[src/sv/assert_macros.svh]
// Assertion macros shared by the engine and divider RTL files.
`ifndef ASSERT_MACROS_SVH
`define ASSERT_MACROS_SVH

`define ASSERT_ALWAYS(label, clk, rst_n, cond, msg) \
  label: assert property (@(posedge clk) disable iff (!rst_n) (cond)) else $error(msg);

`define ASSERT_IMPLIES(label, clk, rst_n, pre, post, msg) \
  label: assert property (@(posedge clk) disable iff (!rst_n) (pre) |-> (post)) else $error(msg);

`endif

[src/sv/ptab_pkg.sv]
package ptab_pkg;

  localparam int MAX_GATES_DEF = 1024;

  localparam logic [2:0] KIND_INIT   = 3'd0;
  localparam logic [2:0] KIND_EVAP   = 3'd1;
  localparam logic [2:0] KIND_CLAMP  = 3'd2;
  localparam logic [2:0] KIND_DEPOSIT = 3'd3;
  localparam logic [2:0] KIND_SELECT = 3'd4;

  localparam logic [2:0] CFG_EVAP_RATE     = 3'd0;
  localparam logic [2:0] CFG_GREEDY_PROB   = 3'd1;
  localparam logic [2:0] CFG_TRAIL_FLOOR   = 3'd2;
  localparam logic [2:0] CFG_TRAIL_CEILING = 3'd3;
  localparam logic [2:0] CFG_GATES_IN_USE  = 3'd4;

  localparam logic [15:0] EVAP_RATE_RST     = 16'd6554;
  localparam logic [15:0] GREEDY_PROB_RST   = 16'd0;
  localparam logic [31:0] TRAIL_FLOOR_RST   = 32'd0;
  localparam logic [31:0] TRAIL_CEILING_RST = 32'hFFFF_FFFF;
  localparam logic [10:0] GATES_IN_USE_RST  = 11'd1024;

  localparam int DIVD_W = 40;

  typedef struct packed {
    logic [2:0]  kind;
    logic [9:0]  gate;
    logic        choice;
    logic [31:0] init_value;
    logic [7:0]  weight;
    logic [31:0] score;
    logic [15:0] rand_greedy;
    logic [15:0] rand_pick;
    logic [7:0]  ant;
  } in_word_t;

  typedef struct packed {
    logic [2:0] done_kind;
    logic [7:0] ant_tag;
    logic [9:0] gate_tag;
    logic       chosen;
  } out_word_t;

  typedef struct packed {
    logic busy;
    logic done;
  } div_stat_t;

endpackage

[src/sv/ptab_div.sv]
`include "assert_macros.svh"

module ptab_div
  import ptab_pkg::*;
(
  input  logic              clk,
  input  logic              rst_n,
  input  logic              start,
  input  logic [DIVD_W-1:0] dividend,
  input  logic [31:0]       divisor,
  output div_stat_t         stat,
  output logic [DIVD_W-1:0] quotient
);

  localparam int CNT_W = $clog2(DIVD_W + 1);

  logic [DIVD_W-1:0] dq_r, dq_nxt;
  logic [32:0]       rem_r, rem_nxt;
  logic [31:0]       dvs_r, dvs_nxt;
  logic [CNT_W-1:0]  cnt_r, cnt_nxt;
  logic              busy_r, busy_nxt;
  logic              done_r, done_nxt;
  logic [32:0]       rem_sh;
  logic              qbit;

  always_comb begin
    rem_sh  = {rem_r[31:0], dq_r[DIVD_W-1]};
    qbit    = (rem_sh >= {1'b0, dvs_r});
    dq_nxt  = dq_r;
    rem_nxt = rem_r;
    dvs_nxt = dvs_r;
    cnt_nxt = cnt_r;
    busy_nxt = busy_r;
    done_nxt = 1'b0;
    if (start) begin
      dq_nxt   = dividend;
      rem_nxt  = '0;
      dvs_nxt  = divisor;
      cnt_nxt  = '0;
      busy_nxt = 1'b1;
    end else if (busy_r) begin
      dq_nxt  = {dq_r[DIVD_W-2:0], qbit};
      rem_nxt = qbit ? (rem_sh - {1'b0, dvs_r}) : rem_sh;
      cnt_nxt = cnt_r + 1'b1;
      if (cnt_r == CNT_W'(DIVD_W - 1)) begin
        busy_nxt = 1'b0;
        done_nxt = 1'b1;
      end
    end
  end

  always_ff @(posedge clk) begin
    if (!rst_n) begin
      busy_r <= 1'b0;
      done_r <= 1'b0;
      cnt_r  <= '0;
    end else begin
      busy_r <= busy_nxt;
      done_r <= done_nxt;
      cnt_r  <= cnt_nxt;
    end
    dq_r  <= dq_nxt;
    rem_r <= rem_nxt;
    dvs_r <= dvs_nxt;
  end

  assign stat.busy = busy_r;
  assign stat.done = done_r;
  assign quotient  = dq_r;

  `ASSERT_ALWAYS(a_div_cnt, clk, rst_n, cnt_r <= CNT_W'(DIVD_W), "Divider step count overran.")
  `ASSERT_IMPLIES(a_div_done, clk, rst_n, done_r, !busy_r, "Divider done while busy.")

endmodule
[config.mk]
export PLATFORM = sky130hd
export DESIGN_NAME = ptab_div
export DESIGN_NICKNAME = d
export VERILOG_FILES = /design/src/sv/ptab_pkg.sv /design/src/sv/ptab_div.sv
export VERILOG_INCLUDE_DIRS = /design/src /design/src/sv
export SDC_FILE = /design/constraint.sdc
export NUM_CORES = 1
export LEC_CHECK = 0
export BUFFER_PORTS_ARGS = -buffer_cell sky130_fd_sc_hd__buf_2
export CAP_MARGIN = 30
export CORE_MARGIN = 1
export CORE_UTILIZATION = 50
export DETAILED_ROUTE_END_ITERATION = 10
export PLACE_DENSITY_LB_ADDON = 0.15
export SLEW_MARGIN = 20
export SYNTH_ARGS = -nofsm -noshare
export SYNTH_HDL_FRONTEND = slang
export SYNTH_SLANG_ARGS = --single-unit
[constraint.sdc]
create_clock -name clk -period 3.65 [get_ports clk]
set_input_delay 0.1825 -clock clk [delete_from_list [all_inputs] [get_ports clk]]
set_output_delay 0.1825 -clock clk [all_outputs]
set_load 0.01 [all_outputs]
==> impl_summary.log <==
[metrics] status: completed
[metrics] Slew @ Worst Pin: 0.698 ns
[metrics] layout cell share with drive strength beyond 1: 0.250
[metrics] startpoint kind of the worst setup timing path: register
[metrics] sum of overflow across all layers after global routing: 0
[metrics] WL met2: 6640 um
[metrics] first drt pass iteration count: 4
[metrics] final routed DRC violation total: 0
[metrics] Initial DRC Count: 348
[metrics] via count: 4981
[metrics] final count of negative-setup-slack endpoints: 0
[metrics] worst-case clock skew: between 0.008 and 0.009 ns
[metrics] Core Footprint: 0.0120 mm^2
[metrics] highest signal layer in the routed design: met4
[metrics] last weighted congestion value of the routability-driven placer: 0.876
[metrics] maximum number of pins on one net before global-route repair: 56
[metrics] Synth Flop Type: sky130_fd_sc_hd__edfxtp_1
[metrics] asr flop ratio synth: 0
[metrics] count of input and output buffers: 116
[metrics] final cycle utilization of the critical path: 0.885
[metrics] wire length of the first global-routing pass: 23000 um
[metrics] length of routed wiring on met1: 6580 um
[metrics] vias in the first global route: 4829
[metrics] Total Die Area: 0.0128 mm^2
[metrics] I/O pins: 117
[metrics] Critical Path RT: about 3.9 ns
[metrics] horizontal die dimension: 113 um
[metrics] Max IR drop VDD: around 0.27 mV
[metrics] Post-synth EDFFs: 72
[metrics] leading post-synthesis cells by instance count: sky130_fd_sc_hd__edfxtp_1 (72), sky130_fd_sc_hd__nand2_1 (64), sky130_fd_sc_hd__a21oi_1 (48)
[metrics] Critical Path AT: 3.46 ns
[metrics] detailed-route vias per instance: 5.61
[metrics] layout-stage area growth over the synthesis result: 20.7%
[metrics] Hold WS: 0.00691 ns
[metrics] routed wl met3: 667 um
[metrics] FF+latch count, synth: 112
[metrics] max_slew headroom: 0.523
[metrics] Highest Clock Rate: 0.310 GHz
[metrics] final-stage net count: 845
[metrics] max-slew violation count: 0
[metrics] CTS Root Buffer Type: sky130_fd_sc_hd__clkbuf_16
[metrics] Critical Path Fanout Max: 25
[metrics] Max Root-Sink Buffers: 2
[metrics] Yosys warnings: 0
[metrics] unrepaired setup endpoints after global routing: no
[metrics] # clock sinks: 112
[metrics] clock tree from TritonCTS: built
[metrics] Die Y: 113 um
[metrics] antenna violations before repair: 0
[metrics] minimum clock period after layout: 3.23 ns
[metrics] number of buffers added by the clock tree synthesis step: 9
[metrics] Post-Syn Nets: 712
[metrics] number of placed instances with taps included: approximately 840
[metrics] Syn Inst Count: 603
[metrics] power density over the cells: 420 mW/mm^2
[metrics] Critical Path End Type: register
[metrics] starting utilization of the core area: 0.514
[metrics] post-synthesis cell area: ~0.006 mm^2
[metrics] Routed Antenna Nets: 0
[metrics] path class of the lowest-slack min-delay path: primary input to register
[metrics] Clock transition at path regs: 0.07 ns
[metrics] # Post-CTS Setup Buffers: 0
[metrics] leakage power: 3.09 nW
[metrics] library cell with the highest instance count after synthesis: sky130_fd_sc_hd__edfxtp_1
[metrics] synthesized area per cell: approximately 10 um^2
[metrics] sequential-to-total area share from yosys stat: 0.480
[metrics] area share of the leading cell type in the synthesized netlist: 0.350
[metrics] setup TNS after final layout: 0 ns
[metrics] total track usage: 0.226
[metrics] Synth cell types: between 50 and 60
[metrics] cell type with the largest total area after synthesis: sky130_fd_sc_hd__edfxtp_1
[metrics] Clock Latency Late Sink: roughly 0.36 ns
[metrics] detailed placer's ending HPWL: 9890 um
[metrics] count of placed standard cells in the final layout, fillers left out: ~890
[metrics] final routed wirelength across all metal layers: 14100 um
[metrics] Antenna Diode Count: 0
[metrics] row count: 40
[metrics] number of endpoints with negative hold slack in the final report: 0
[metrics] deepest level of the CTS H-tree: 3
[metrics] DR WL/cell: 15.9 um
[metrics] MaxCap Viol Count: 0
[metrics] Setup Crit Path Kind: register to register
[metrics] biggest area contributors in the synthesized netlist: sky130_fd_sc_hd__edfxtp_1 (35%), sky130_fd_sc_hd__dfxtp_1 (13%), sky130_fd_sc_hd__mux2_2 (7.1%), sky130_fd_sc_hd__ha_1 (6.7%), sky130_fd_sc_hd__a21oi_1 (3.9%)
==> flip-flops by register name, indices dropped and copies added (netlist names) <==
signal,cells
quotient,40
cnt_r,6
done_r,1
dvs_r,32
rem_r,32
busy_r,1
==> path summary, 6_finish.rpt <==
path / startpoint / end / slack, ns / depth (start not counted)
worst min register to register: rem_r[2]$_SDFFE_PP0P_ / rem_r[2]$_SDFFE_PP0P_ / 0.50 / 2
worst min-delay path: divisor[31] / dvs_r[31]$_DFFE_PP_ / 0.007 / 1
worst max-delay path: dvs_r[24]$_DFFE_PP_ / rem_r[0]$_SDFFE_PP0P_ / 0.42 / 11
worst max register to register: dvs_r[24]$_DFFE_PP_ / rem_r[0]$_SDFFE_PP0P_ / 0.42 / 11
==> per-layer routing <==
metal  GRT usage  up-vias
li1            -     2461
met1       0.302     2348
met2       0.368      149
met3      0.0445       23
met4      0.0772        0
met5           0        -
==> critical path: stages, from the launching register on <==
cell and delay [ns]:
sky130_fd_sc_hd__edfxtp_1 0.33, sky130_fd_sc_hd__inv_1 0.04, sky130_fd_sc_hd__ha_1 0.36, sky130_fd_sc_hd__a21oi_1 0.26, sky130_fd_sc_hd__o21ai_0 0.16, sky130_fd_sc_hd__a2111oi_0 0.69, sky130_fd_sc_hd__a31oi_2 0.24, sky130_fd_sc_hd__a31oi_4 0.43
sky130_fd_sc_hd__buf_12 0.24, sky130_fd_sc_hd__nor2_1 0.05, sky130_fd_sc_hd__a211oi_1 0.21, sky130_fd_sc_hd__a211oi_1 0.08
==> layout by cell type (no fill, tap or decap), drive strengths merged, types with 5 or more instances in the layout <==
master and count:
o21bai 8, a32oi 7, buf 125, xor2 13, nand2b 6, mux2 39, nand3 5, ha 33
clkbuf 9, nand4 13, nand2 64, a311oi 13, nor3 7, xnor2 19, dfxtp 40, a21oi 48
o21ai 31, clkinv 5, nor2 43, edfxtp 72, a21o 8, a31oi 6, a211oi 9, inv 45
dlygate4sd3 30
==> where the power goes <==
group | internal [W] | switching (W)
sequential | 0.00146 | 0.0000506
clock | 0.000471 | 0.000479
combinational | 0.000295 | 0.000375
==> what timing repair did <==
| item | in CTS | in global routing |
|---|---|---|
| endpoints found under the hold margin | 30 | 0 |
| resized for setup | 0 | 0 |
| hold buffers | 30 | 0 |
==> layout make-up <==
| class | instances | area, um^2 |
|---|---|---|
| Fill cell | 1031 | 4560 |
| Sequential cell | 112 | 2960 |
| Timing Repair Buffer | 155 | 963 |
| Clock inverter | 7 | 53.8 |
| Inverter | 43 | 161 |
| Multi-Input combinational cell | 415 | 2900 |
| Clock buffer | 9 | 225 |
| Tap cell | 147 | 184 |
==> through the flow <==
step | area (um^2) | setup WS (ns) | util | power [W]
after floorplan | 6170 | 0.825 | - | 0.00198
final | 7450 | 0.420 | 0.621 | 0.00313
after global routing | 7450 | 0.265 | 0.621 | 0.00328
after detailed placement | 6870 | 0.518 | 0.572 | 0.00218
after global placement | 6870 | 0.502 | 0.572 | 0.00217
after CTS | 7450 | 0.508 | 0.621 | 0.00315
==> cells by family (layout without fill, tap and decap cells) <==
| group | after synthesis | in the layout | share of synthesized area |
|---|---|---|---|
| and+or+nand+nor | 155 | 155 | 0.113 |
| AOI/OAI and AO/OA | 153 | 153 | 0.167 |
| DFF | 112 | 112 | 0.480 |
| buffers and inverters | 76 | 214 | 0.0500 |
| muxes | 41 | 41 | 0.0744 |
| adders and majority gates | 34 | 34 | 0.0701 |
| xor gates and xnor gates | 32 | 32 | 0.0454 |
(Power assumes the default switching activity.)
